===== config.mk =====
export PLATFORM = sky130hd
export DESIGN_NAME = modbus_write_regs_frame_encoder
export DESIGN_NICKNAME = d
export VERILOG_FILES = /design/src/design/mbwr_enc_pkg.sv /design/src/design/mbwr_enc_front.sv /design/src/design/mbwr_enc_queue.sv /design/src/design/mbwr_enc_back.sv /design/src/design/modbus_write_regs_frame_encoder.sv
export VERILOG_INCLUDE_DIRS = /design/src /design/src/design
export SDC_FILE = /design/constraint.sdc
export NUM_CORES = 1
export LEC_CHECK = 0
export BUFFER_PORTS_ARGS = -buffer_cell sky130_fd_sc_hd__buf_4
export CORE_MARGIN = 5
export CORE_UTILIZATION = 35
export DETAILED_ROUTE_END_ITERATION = 6
export PLACE_DENSITY_LB_ADDON = 0.05
export SLEW_MARGIN = 20
export SYNTH_ARGS = -nofsm -noshare
export SYNTH_HDL_FRONTEND = slang
export SYNTH_SLANG_ARGS = --single-unit

===== constraint.sdc =====
create_clock -name clk -period 3.7 [get_ports clk]
set_clock_uncertainty 0.2 [all_clocks]
set_input_delay 0.555 -clock clk [delete_from_list [all_inputs] [get_ports clk]]
set_output_delay 0.555 -clock clk [all_outputs]
set_load 0.01 [all_outputs]

===== src/design/modbus_write_regs_frame_encoder_macros.svh =====
// ----------------------------------------------------------------------------
// modbus write regs frame encoder assertion macros
// concurrent checks on clk with rst as disable, compiled out by NO_ASSERTIONS
// ----------------------------------------------------------------------------
`ifndef MODBUS_WRITE_REGS_FRAME_ENCODER_MACROS_SVH
`define MODBUS_WRITE_REGS_FRAME_ENCODER_MACROS_SVH

`ifndef NO_ASSERTIONS

// condition holds at every edge out of reset
`define MBWR_ASSERT(lbl, cond, msg) \
  lbl: assert property (@(posedge clk) disable iff (rst) (cond)) else $error(msg);

// same-cycle implication
`define MBWR_ASSERT_IMP(lbl, ante, cons, msg) \
  lbl: assert property (@(posedge clk) disable iff (rst) (ante) |-> (cons)) else $error(msg);

// next-cycle implication
`define MBWR_ASSERT_NXT(lbl, ante, cons, msg) \
  lbl: assert property (@(posedge clk) disable iff (rst) (ante) |=> (cons)) else $error(msg);

`else

`define MBWR_ASSERT(lbl, cond, msg)
`define MBWR_ASSERT_IMP(lbl, ante, cons, msg)
`define MBWR_ASSERT_NXT(lbl, ante, cons, msg)

`endif

`endif


===== src/design/mbwr_enc_pkg.sv =====
// ----------------------------------------------------------------------------
// mbwr_enc_pkg
// shared constants, queue entry type, byte sequencer states and crc helper
// ----------------------------------------------------------------------------
`timescale 1ns / 1ps

package mbwr_enc_pkg;

  localparam int MAX_REGISTERS = 123;
  localparam int QTY_W         = 7;
  localparam logic [7:0]  FUNC_WRITE_MULTI = 8'h10;
  localparam logic [15:0] CRC_INIT         = 16'hFFFF;
  localparam logic [15:0] CRC_POLY         = 16'hA001;

  // command queue between front and back
  localparam int QUEUE_DEPTH = 4;
  localparam int QPTR_W      = $clog2(QUEUE_DEPTH);
  localparam int QCNT_W      = $clog2(QUEUE_DEPTH + 1);

  // one classified word on its way to the serializer
  typedef struct packed {
    logic              start;      // opens a frame, header goes first
    logic              last_word;  // crc follows this word
    logic              reply;      // frame is not broadcast
    logic [7:0]        addr;
    logic [15:0]       saddr;
    logic [QTY_W-1:0]  qty;        // already saturated
    logic [15:0]       word;
  } cmd_t;

  typedef struct packed {
    logic full;
    logic empty;
  } q_status_t;

  // byte position within a queue entry
  typedef enum logic [3:0] {
    SEL_START,
    SEL_ADDR,
    SEL_FUNC,
    SEL_SA_HI,
    SEL_SA_LO,
    SEL_QTY_HI,
    SEL_QTY_LO,
    SEL_BCNT,
    SEL_WORD_HI,
    SEL_WORD_LO,
    SEL_CRC_LO,
    SEL_CRC_HI
  } byte_sel_t;

  // crc-16/modbus over one byte, lsb first
  function automatic logic [15:0] crc_byte(input logic [15:0] crc_in, input logic [7:0] b);
    logic [15:0] c;
    c = crc_in ^ {8'h00, b};
    for (int i = 0; i < 8; i++) begin
      if (c[0]) begin
        c = (c >> 1) ^ CRC_POLY;
      end else begin
        c = c >> 1;
      end
    end
    return c;
  endfunction

endpackage


===== src/design/mbwr_enc_front.sv =====
// ----------------------------------------------------------------------------
// mbwr_enc_front
// accepts input words, tracks the open frame and queues classified commands
// ----------------------------------------------------------------------------
`timescale 1ns / 1ps
`include "modbus_write_regs_frame_encoder_macros.svh"

module mbwr_enc_front (
  input  logic                    clk,
  input  logic                    rst,
  input  logic                    s_tvalid,
  output logic                    s_tready,
  input  logic                    start_req,
  input  logic [7:0]              slave_addr,
  input  logic [15:0]             start_addr,
  input  logic [6:0]              register_qty,
  input  logic [15:0]             data_word,
  input  mbwr_enc_pkg::q_status_t q_status,
  output logic                    push,
  output mbwr_enc_pkg::cmd_t      push_cmd
);

  logic                           frame_open;
  logic [mbwr_enc_pkg::QTY_W-1:0] words_left;
  logic                           reply_flag;

  logic                           accept;
  logic [mbwr_enc_pkg::QTY_W-1:0] qty_sat;
  logic [mbwr_enc_pkg::QTY_W-1:0] words_left_next;
  logic                           last_word;

  assign s_tready = !q_status.full;
  assign accept   = s_tvalid && s_tready;

  // count saturation to 1..max
  always_comb begin
    if (register_qty == '0) begin
      qty_sat = mbwr_enc_pkg::QTY_W'(1);
    end else if (register_qty > mbwr_enc_pkg::QTY_W'(mbwr_enc_pkg::MAX_REGISTERS)) begin
      qty_sat = mbwr_enc_pkg::QTY_W'(mbwr_enc_pkg::MAX_REGISTERS);
    end else begin
      qty_sat = register_qty;
    end
  end

  // words still expected after this one
  always_comb begin
    if (start_req) begin
      words_left_next = qty_sat - mbwr_enc_pkg::QTY_W'(1);
    end else begin
      words_left_next = words_left - mbwr_enc_pkg::QTY_W'(1);
    end
  end

  assign last_word = (words_left_next == '0);

  // a word with no open frame is dropped
  assign push = accept && (start_req || frame_open);

  always_comb begin
    push_cmd.start     = start_req;
    push_cmd.last_word = last_word;
    push_cmd.reply     = start_req ? (slave_addr != 8'h00) : reply_flag;
    push_cmd.addr      = slave_addr;
    push_cmd.saddr     = start_addr;
    push_cmd.qty       = qty_sat;
    push_cmd.word      = data_word;
  end

  // frame tracking
  always_ff @(posedge clk) begin
    if (rst) begin
      frame_open <= 1'b0;
      words_left <= '0;
      reply_flag <= 1'b0;
    end else if (push) begin
      words_left <= words_left_next;
      frame_open <= !last_word;
      if (start_req) begin
        reply_flag <= (slave_addr != 8'h00);
      end
    end
  end

  `MBWR_ASSERT_NXT(a_close_on_last, push && last_word, !frame_open, "frame still open after last word")
  `MBWR_ASSERT_IMP(a_open_has_words, frame_open, words_left != '0, "open frame with no words left")
  `MBWR_ASSERT_NXT(a_start_opens, push && start_req && !last_word, frame_open, "start did not open frame")

endmodule


===== src/design/mbwr_enc_queue.sv =====
// ----------------------------------------------------------------------------
// mbwr_enc_queue
// small command fifo that decouples word intake from byte serialization
// ----------------------------------------------------------------------------
`timescale 1ns / 1ps
`include "modbus_write_regs_frame_encoder_macros.svh"

module mbwr_enc_queue (
  input  logic                    clk,
  input  logic                    rst,
  input  logic                    push,
  input  mbwr_enc_pkg::cmd_t      push_cmd,
  input  logic                    pop,
  output mbwr_enc_pkg::cmd_t      head_cmd,
  output mbwr_enc_pkg::q_status_t q_status
);

  mbwr_enc_pkg::cmd_t              entries [mbwr_enc_pkg::QUEUE_DEPTH];
  logic [mbwr_enc_pkg::QPTR_W-1:0] wr_ptr;
  logic [mbwr_enc_pkg::QPTR_W-1:0] rd_ptr;
  logic [mbwr_enc_pkg::QCNT_W-1:0] count;

  assign q_status.full  = (count == mbwr_enc_pkg::QCNT_W'(mbwr_enc_pkg::QUEUE_DEPTH));
  assign q_status.empty = (count == '0);
  assign head_cmd       = entries[rd_ptr];

  // entry storage
  always_ff @(posedge clk) begin
    if (push) begin
      entries[wr_ptr] <= push_cmd;
    end
  end

  // pointers and fill level
  always_ff @(posedge clk) begin
    if (rst) begin
      wr_ptr <= '0;
      rd_ptr <= '0;
      count  <= '0;
    end else begin
      if (push) begin
        wr_ptr <= wr_ptr + mbwr_enc_pkg::QPTR_W'(1);
      end
      if (pop) begin
        rd_ptr <= rd_ptr + mbwr_enc_pkg::QPTR_W'(1);
      end
      case ({push, pop})
        2'b10:   count <= count + mbwr_enc_pkg::QCNT_W'(1);
        2'b01:   count <= count - mbwr_enc_pkg::QCNT_W'(1);
        default: count <= count;
      endcase
    end
  end

  `MBWR_ASSERT(a_count_range, count <= mbwr_enc_pkg::QCNT_W'(mbwr_enc_pkg::QUEUE_DEPTH), "queue overfilled")
  `MBWR_ASSERT_IMP(a_no_push_full, push, !q_status.full, "push into full queue")
  `MBWR_ASSERT_IMP(a_no_pop_empty, pop, !q_status.empty, "pop from empty queue")

endmodule


===== src/design/mbwr_enc_back.sv =====
// ----------------------------------------------------------------------------
// mbwr_enc_back
// serializes queued commands into frame bytes and runs the crc
// ----------------------------------------------------------------------------
`timescale 1ns / 1ps
`include "modbus_write_regs_frame_encoder_macros.svh"

module mbwr_enc_back (
  input  logic                    clk,
  input  logic                    rst,
  input  mbwr_enc_pkg::cmd_t      head_cmd,
  input  mbwr_enc_pkg::q_status_t q_status,
  output logic                    pop,
  output logic                    m_tvalid,
  input  logic                    m_tready,
  output logic [7:0]              tx_byte,
  output logic                    last_byte,
  output logic                    reply_expected
);

  mbwr_enc_pkg::byte_sel_t state;
  mbwr_enc_pkg::byte_sel_t state_next;
  mbwr_enc_pkg::byte_sel_t cur_sel;
  logic [15:0]             crc;
  logic [15:0]             crc_base;
  logic [7:0]              byte_val;
  logic                    crc_upd;
  logic                    entry_done;
  logic                    emit;

  // a byte goes out whenever the queue holds an entry and the output register is free
  assign emit = !q_status.empty && (!m_tvalid || m_tready);

  // position of the byte for the head entry
  always_comb begin
    if (state == mbwr_enc_pkg::SEL_START) begin
      cur_sel = head_cmd.start ? mbwr_enc_pkg::SEL_ADDR : mbwr_enc_pkg::SEL_WORD_HI;
    end else begin
      cur_sel = state;
    end
  end

  // next state
  always_comb begin
    state_next = state;
    if (emit) begin
      case (cur_sel)
        mbwr_enc_pkg::SEL_ADDR:    state_next = mbwr_enc_pkg::SEL_FUNC;
        mbwr_enc_pkg::SEL_FUNC:    state_next = mbwr_enc_pkg::SEL_SA_HI;
        mbwr_enc_pkg::SEL_SA_HI:   state_next = mbwr_enc_pkg::SEL_SA_LO;
        mbwr_enc_pkg::SEL_SA_LO:   state_next = mbwr_enc_pkg::SEL_QTY_HI;
        mbwr_enc_pkg::SEL_QTY_HI:  state_next = mbwr_enc_pkg::SEL_QTY_LO;
        mbwr_enc_pkg::SEL_QTY_LO:  state_next = mbwr_enc_pkg::SEL_BCNT;
        mbwr_enc_pkg::SEL_BCNT:    state_next = mbwr_enc_pkg::SEL_WORD_HI;
        mbwr_enc_pkg::SEL_WORD_HI: state_next = mbwr_enc_pkg::SEL_WORD_LO;
        mbwr_enc_pkg::SEL_WORD_LO: begin
          state_next = head_cmd.last_word ? mbwr_enc_pkg::SEL_CRC_LO : mbwr_enc_pkg::SEL_START;
        end
        mbwr_enc_pkg::SEL_CRC_LO:  state_next = mbwr_enc_pkg::SEL_CRC_HI;
        default:                   state_next = mbwr_enc_pkg::SEL_START;
      endcase
    end
  end

  // byte select, crc enable and entry completion
  always_comb begin
    byte_val   = 8'h00;
    crc_upd    = 1'b1;
    entry_done = 1'b0;
    case (cur_sel)
      mbwr_enc_pkg::SEL_ADDR:    byte_val = head_cmd.addr;
      mbwr_enc_pkg::SEL_FUNC:    byte_val = mbwr_enc_pkg::FUNC_WRITE_MULTI;
      mbwr_enc_pkg::SEL_SA_HI:   byte_val = head_cmd.saddr[15:8];
      mbwr_enc_pkg::SEL_SA_LO:   byte_val = head_cmd.saddr[7:0];
      mbwr_enc_pkg::SEL_QTY_HI:  byte_val = 8'h00;
      mbwr_enc_pkg::SEL_QTY_LO:  byte_val = {1'b0, head_cmd.qty};
      mbwr_enc_pkg::SEL_BCNT:    byte_val = {head_cmd.qty, 1'b0};
      mbwr_enc_pkg::SEL_WORD_HI: byte_val = head_cmd.word[15:8];
      mbwr_enc_pkg::SEL_WORD_LO: begin
        byte_val   = head_cmd.word[7:0];
        entry_done = !head_cmd.last_word;
      end
      mbwr_enc_pkg::SEL_CRC_LO: begin
        byte_val = crc[7:0];
        crc_upd  = 1'b0;
      end
      mbwr_enc_pkg::SEL_CRC_HI: begin
        byte_val   = crc[15:8];
        crc_upd    = 1'b0;
        entry_done = 1'b1;
      end
      default: begin
        byte_val = 8'h00;
        crc_upd  = 1'b0;
      end
    endcase
  end

  assign pop      = emit && entry_done;
  assign crc_base = (cur_sel == mbwr_enc_pkg::SEL_ADDR) ? mbwr_enc_pkg::CRC_INIT : crc;

  // sequencer and crc
  always_ff @(posedge clk) begin
    if (rst) begin
      state <= mbwr_enc_pkg::SEL_START;
      crc   <= mbwr_enc_pkg::CRC_INIT;
    end else begin
      state <= state_next;
      if (emit && crc_upd) begin
        crc <= mbwr_enc_pkg::crc_byte(crc_base, byte_val);
      end else if (emit && cur_sel == mbwr_enc_pkg::SEL_CRC_HI) begin
        crc <= mbwr_enc_pkg::CRC_INIT;
      end
    end
  end

  // output register
  always_ff @(posedge clk) begin
    if (rst) begin
      m_tvalid <= 1'b0;
    end else if (!m_tvalid || m_tready) begin
      m_tvalid <= emit;
    end
  end

  always_ff @(posedge clk) begin
    if (emit) begin
      tx_byte        <= byte_val;
      last_byte      <= (cur_sel == mbwr_enc_pkg::SEL_CRC_HI);
      reply_expected <= head_cmd.reply;
    end
  end

  `MBWR_ASSERT_IMP(a_crc_only_last, emit && cur_sel == mbwr_enc_pkg::SEL_CRC_LO,
                   head_cmd.last_word, "crc emitted for a word that does not close the frame")
  `MBWR_ASSERT_IMP(a_idle_at_start, q_status.empty, state == mbwr_enc_pkg::SEL_START,
                   "sequencer mid-entry with empty queue")
  `MBWR_ASSERT_NXT(a_crc_lo_then_hi, emit && cur_sel == mbwr_enc_pkg::SEL_CRC_LO,
                   state == mbwr_enc_pkg::SEL_CRC_HI, "crc low byte not followed by high byte")

endmodule


===== src/design/modbus_write_regs_frame_encoder.sv =====
// ----------------------------------------------------------------------------
// modbus_write_regs_frame_encoder
// modbus rtu write multiple registers frame builder with crc-16 trailer
//
//   channel  dir  tdata (lsb up)                                 tuser      tlast
//   s_*      in   slave_addr, start_addr, register_qty, data_word start_req  -
//   m_*      out  tx_byte                                        reply_exp  last_byte
//
// one output byte per cycle from a single output register unless stalled: a data word
// gives 2 bytes, a closing word 4, a start word 9 (11 for a one-register frame)
// a word arriving with no open frame is accepted and makes no beat
// a 4-entry command queue lets input beats continue while the output stalls
// synchronous active-high reset empties the queue and closes any frame
// ----------------------------------------------------------------------------
`timescale 1ns / 1ps

module modbus_write_regs_frame_encoder (
  input  logic        clk,
  input  logic        rst,
  input  logic        s_tvalid,
  output logic        s_tready,
  input  logic [47:0] s_tdata,   // slave_addr[7:0], start_addr[23:8], register_qty[30:24],
                                 // data_word[46:31], zero pad[47]
  input  logic        s_tuser,   // start_req
  output logic        m_tvalid,
  input  logic        m_tready,
  output logic [7:0]  m_tdata,   // tx_byte
  output logic        m_tlast,   // last_byte
  output logic        m_tuser    // reply_expected
);

  logic                    push;
  logic                    pop;
  mbwr_enc_pkg::cmd_t      push_cmd;
  mbwr_enc_pkg::cmd_t      head_cmd;
  mbwr_enc_pkg::q_status_t q_status;

  // intake and classification
  mbwr_enc_front u_front (
    .clk          (clk),
    .rst          (rst),
    .s_tvalid     (s_tvalid),
    .s_tready     (s_tready),
    .start_req    (s_tuser),
    .slave_addr   (s_tdata[7:0]),
    .start_addr   (s_tdata[23:8]),
    .register_qty (s_tdata[30:24]),
    .data_word    (s_tdata[46:31]),
    .q_status     (q_status),
    .push         (push),
    .push_cmd     (push_cmd)
  );

  // command queue
  mbwr_enc_queue u_queue (
    .clk      (clk),
    .rst      (rst),
    .push     (push),
    .push_cmd (push_cmd),
    .pop      (pop),
    .head_cmd (head_cmd),
    .q_status (q_status)
  );

  // byte serializer
  mbwr_enc_back u_back (
    .clk            (clk),
    .rst            (rst),
    .head_cmd       (head_cmd),
    .q_status       (q_status),
    .pop            (pop),
    .m_tvalid       (m_tvalid),
    .m_tready       (m_tready),
    .tx_byte        (m_tdata),
    .last_byte      (m_tlast),
    .reply_expected (m_tuser)
  );

endmodule


Word level (Yosys, flattened, before mapping)
Memory sizes are Yosys's and may differ from the RTL's. A register that Yosys moved wholly into a read port is not among the register bits.
Cells that the tools add are included.
{"block": "word_totals", "regBits": 47, "ramBits": 200, "inputBits": 53, "out_inout_bits": 12, "mem_count": 1}
{"block": "op_classes", "n_addsub": 6, "magnitude_cmp": 1, "n_eq_ne": 14, "n_mux": 41, "bitwise_logic": 9, "reduce_logical": 21}
{"name": "u_queue.entries", "words": 4, "word_bits": 50, "read_ports": 1, "rd_ports_with_merged_regs": 1, "wr": 1, "line": "mbwr_enc_queue.sv:18", "text": "mbwr_enc_pkg::cmd_t entries [mbwr_enc_pkg::QUEUE_DEPTH];"}
{"cell": "16-bit two-way mux", "n": 25}
{"cell": "8-bit one-hot mux with 10 select lines", "n": 1}
{"cell": "4-bit one-hot mux with 10 select lines", "n": 1}
{"cell": "2-bit inverter with 3-bit output", "n": 8}
{"cell": "7-bit two-way mux", "n": 3}
{"cell": "4-bit by 3-bit equality test with 1-bit output (second input constant)", "n": 4}
{"cell": "4-bit equality test (second input constant)", "n": 4}
{"cell": "16-bit by 8-bit XOR with 16-bit output", "n": 1}
{"cell": "7-bit logical NOT", "n": 2}
{"cell": "7-bit by 1-bit subtractor with 7-bit output (second input constant)", "n": 2}
{"cell": "4-bit two-way mux", "n": 3}
{"cell": "9-bit OR reduction", "n": 1}
{"cell": "4-bit by 2-bit equality test with 1-bit output (second input constant)", "n": 2}
{"cell": "8-bit nonzero test", "n": 1}
{"cell": "7-bit greater-than comparator (second input constant)", "n": 1}
{"cell": "1-bit logical AND", "n": 6}
{"cell": "3-bit one-hot mux with 2 select lines", "n": 1}
{"cell": "1-bit logical NOT", "n": 5}
{"cell": "2-bit by 1-bit adder with 2-bit output (second input constant)", "n": 2}
{"cell": "4-bit by 1-bit equality test with 1-bit output (second input constant)", "n": 1}
{"cell": "4-bit logical NOT", "n": 1}
{"cell": "1-bit two-way mux", "n": 4}
{"cell": "2-bit two-way mux", "n": 2}
{"cell": "2-bit nonzero test", "n": 2}
{"cell": "8 further kinds", "n": 9}

Logic depth before layout (Yosys ltp)
{"block": "depth", "ltp_word": 36, "depth_mapped": 15}

By module
Synthesis repeated with hierarchy kept, for this count alone.
{"block": "hier_totals", "cells_unflattened": 719, "hier_area_um2": 11233.3}
{"module": "mbwr_enc_queue", "n_inst": 1, "cells_each": 309, "area_per_inst_um2": 7706.1, "seq_area_each_um2": 6185.9}
{"module": "mbwr_enc_back", "n_inst": 1, "cells_each": 258, "area_per_inst_um2": 2377.3, "seq_area_each_um2": 720.7}
{"module": "mbwr_enc_front", "n_inst": 1, "cells_each": 152, "area_per_inst_um2": 1149.9, "seq_area_each_um2": 180.2}

Least setup slack after synthesis
No wires, ideal clock.
{"block": "synth_timing", "kind": "register to register", "startpoint": "reg (tool-made name)", "endpoint": "reg u_queue.count[2] (netlist name)", "setup_time_ns": 0.070, "t_arrival_ns": 3.534, "slack_ns": -0.104, "path_stages_with_launch": 16, "n_path_buf": 6, "cell_sequence": "dfxtp_1 > buf_6 > buf_6 > buf_6 > buf_4 > buf_6 > buf_2 > mux4_2 > nor2b_1 > o21a_1 > ha_1 > inv_1 > fa_1 > xor2_1 > or3_1 > a21oi_1"}
{"item": "to (signal assigned)", "line": "mbwr_enc_queue.sv:48", "text": "2'b10: count <= count + mbwr_enc_pkg::QCNT_W'(1);"}
{"item": "to (signal assigned)", "line": "mbwr_enc_queue.sv:49", "text": "2'b01: count <= count - mbwr_enc_pkg::QCNT_W'(1);"}
{"item": "to (signal assigned)", "line": "mbwr_enc_queue.sv:50", "text": "default: count <= count;"}
{"item": "to (decl)", "line": "mbwr_enc_queue.sv:21", "text": "logic [mbwr_enc_pkg::QCNT_W-1:0] count;"}

==> flow_summary_export.csv <==
group,metric,value,unit
outcome,status,"finished clean",
floorplan,dieWidth,183,um
logic_synthesis,synth-xor-area-share,3.29,%
floorplan,rows,63,
grt,grt_max_degree,51,
logic_synthesis,netlist-cell-type-count,60,
layout,fin_area,0.0130,mm^2
logic_synthesis,seq_area_frac_synth,67.8,%
floorplan,die_y,183,um
logic_synthesis,synth_flop_cell,"edfxtp_1",
layout,mostFrequentLayoutCells,"edfxtp_1, buf_4, mux4_2, nand2_1, dfxtp_1",
floorplan,die-area,0.0334,mm^2
grt,gr-total-overflow,0,
logic_synthesis,synthAdderAreaFrac,1.03,%
power_and_ir_drop,total_power,7.05,mW
cts,max-clock-path-buffers,3,
timing,rsz0062_at_grt,"yes",
placed_design,gp_congestion,0.815,
worst_setup_path,path_buf_inv,1,
layout,mostFrequentLayoutCell,"edfxtp_1",
timing,finalCriticalPeriod,3630,ps
cts,cts_buffers,28,
logic_synthesis,synth_nets,706,
logic_synthesis,synth_mux_area_share,11.4,%
cts,clock_latency,540,ps
layout,syn_to_final_growth,24.7,%
timing,hold_slack,20.1,ps
timing,max_freq,0.275,GHz
drt,drt_wl_total,25300,um
placed_design,io_buffers,63,
placed_design,dpl_cell_area,0.0117,mm^2
placed_design,hpwl,16300,um
logic_synthesis,synth_compound_area_share,7.30,%
cts,clk_pin_slew,60,ps
power_and_ir_drop,vdd_drop_max,318,uV
layout,nNetsFinal,853,
logic_synthesis,synth_edf_count,210,
worst_setup_path,critPathRequiredTime,3920,ps
worst_setup_path,slowest_delay,610,ps
power_and_ir_drop,p_leak,4.41,nW
drt,viasPerCell,5.10,
cts,cts_tree,"yes",
timing,tns,0,ps
placed_design,place_inst,1108,
logic_synthesis,synth_top_family_by_area,"multiplexers",
logic_synthesis,ys_warn_count,0,
grt,antenna_found_initial,0,
cts,root_buffer,"clkbuf_16",
layout,fill_cells,2665,
logic_synthesis,syn_area_per_cell,16.2,um^2
timing,max_slew_margin,48.3,%
timing,finalSetupViolCount,0,
floorplan,start_util,35.3,%
worst_setup_path,crit_family,"XOR/XNOR gates",
worst_setup_path,crit_type,"flop to flop",
grt,grt_usage,15.0,%
flow_run,drv_cap,0,
layout,drive_above_1_share,31.4,%
hold_path,min_path_cells,1,
worst_setup_path,r2r-end,"u_back.crc[0]",
logic_synthesis,synth_top_area_share,60.4,%
worst_setup_path,reg2reg_setup_slack,70,ps
hold_path,hp-start,"s_tdata[11]",
grt,grt_pass1_wl,38900,um
logic_synthesis,synth_simple_gate_area_share,6.68,%
worst_setup_path,crit_top_cell,"xnor2_1",
worst_setup_path,critPathSlowestCell,"mux4_2",
logic_synthesis,synth_top_cell_by_area,"edfxtp_1",
worst_setup_path,r2r_cells,11,
floorplan,boundaryPins,65,
drt,wire_per_inst,21.0,um
layout,stdcell_count,1204,
drt,num_vias,6145,
floorplan,core-area,0.0296,mm^2
layout,diodes,0,
hold_path,min_to,"u_queue.entries[2][26]",
drt,firstDrtPassIters,5,
logic_synthesis,syn_inst,645,
worst_setup_path,cp_max_fo,5,
worst_setup_path,path_cells,"mux4_2, a2111oi_4, buf_6, a22oi_1, and3_1, xnor2_1, xnor2_1, xor3_2, xnor2_4, nor4b_4, a211oi_2",
logic_synthesis,synth.ff_latch_count,249,
worst_setup_path,cp-start-kind,"flop",
drt,first_iter_violations,347,
logic_synthesis,postSynth.asyncResetShare,0,%
worst_setup_path,critPathArrivalTime,3860,ps
hold_path,holdCritPathClass,"primary input to flop",
timing,fin_crit_sh,98.2,%
drt,drcViolationCount,0,
cts,cts.sinks,249,
worst_setup_path,end_kind,"flop",
timing,worst_slew_pin_slew,768,ps
cts,htreeDepth,1,
logic_synthesis,synth.area.top_cells,"edfxtp_1, mux4_2, dfxtp_1",
drt,antenna_left,0,
logic_synthesis,synth_area,0.0104,mm^2
timing,maxSlewViolCount,0,
power_and_ir_drop,power.density,541,mW/mm^2
grt,first_global_vias,6561,
timing,hold_violations,0,
==> through the flow <==
step	setup WS, ps	utilization [%]
after global routing	-41.5	44.1
after floorplan	13.6	-
after detailed placement	-43.2	39.6
after global placement	-4.64	39.6
after CTS	2.42	43.8
final	65.1	44.1
==> cell families (layout without fill, tap and decap cells) <==
logic type	after synthesis	count (layout)
buffers and inverters	57	226
flip-flops	249	249
adder cells (fa/ha/maj)	8	8
AO/OA/AOI/OAI	108	108
multiplexers	58	58
AND/OR/NAND/NOR	131	131
XOR/XNOR	34	34
==> layout make-up <==
class / instances / area (um^2) / area share, %
clock buffer: 36 / 752 / 5.77
timing repair buffer: 158 / 1340 / 10.3
sequential: 249 / 7090 / 54.4
multi-input combinational: 339 / 3190 / 24.5
tap: 390 / 488 / 3.74
inverter: 16 / 60.1 / 0.461
clock inverter: 16 / 111 / 0.854
==> sequential cells by signal, summed over array words and instances, names as in the netlist, named ones only <==
| name | cells |
|---|---|
| u_back.crc | 16 |
| u_back.last_byte | 1 |
| u_back.m_tvalid | 1 |
| u_back.reply_expected | 1 |
| u_back.state | 4 |
| u_back.tx_byte | 8 |
| u_front.frame_open | 1 |
| u_front.reply_flag | 1 |
| u_front.words_left | 7 |
| u_queue.count | 3 |
| u_queue.entries | 200 |
| u_queue.rd_ptr | 2 |
| u_queue.wr_ptr | 2 |
==> cells in the mapped netlist, types with 4 or more instances <==
cell      count
a211oi_1      8
edfxtp_1    210
buf_6         4
inv_1        16
mux2_2        5
o21a_1        4
and3_1        5
o22ai_1      14
a222oi_1      5
a21oi_1      24
a22oi_1      11
o21ai_0      11
buf_2         5
and2_1        9
clkbuf_1     28
ha_1          7
o21ai_1       4
dfxtp_1      39
a31oi_1       4
xnor2_1      19
mux4_2       48
nor2b_1       4
nor2_1       27
nand3_1       4
a22o_1        7
nor4bb_1      4
nand2_1      37
nand2b_1     19
mux2i_1       5
nor3_1        6
xor2_1       11
==> worst max path at each step <==
stage               slack [ps]  from  cells after the start                to
floorplan                   10  flop                     14  u_queue.count[2]
global placement            -5  flop                     10     u_back.crc[0]
detailed placement         -40  flop                     11     u_back.crc[0]
CTS                          2  flop                     11     u_back.crc[0]
global route               -40  flop                     12     u_back.crc[0]
finish                      70  flop                     11     u_back.crc[0]
==> layer usage <==
metal / part of all wire [%] / up-vias / global-route usage (%)
li1: - / 2828 / -
met1: 44 / 3130 / 19.9
met2: 50 / 138 / 25.9
met3: 4.1 / 49 / 2.26
met4: 2.8 / 0 / 4.32
met5: 0 / - / 0
==> power by group <==
group / switching, mW / internal, mW / total (mW)
clock: 1.08 / 1.50 / 2.58
sequential: 0.0909 / 3.19 / 3.28
combinational: 0.585 / 0.601 / 1.19
==> what timing repair did <==
action / in CTS / in global routing
pin swaps: 11 / 6
hold endpoints to repair: 64 / 11
endpoints found under the setup margin: 1 / 2
hold buffers: 18 / 4
gates resized for setup: 11 / 4
buffers inserted: 22 / 2
Power figures use the tool's default switching activity.
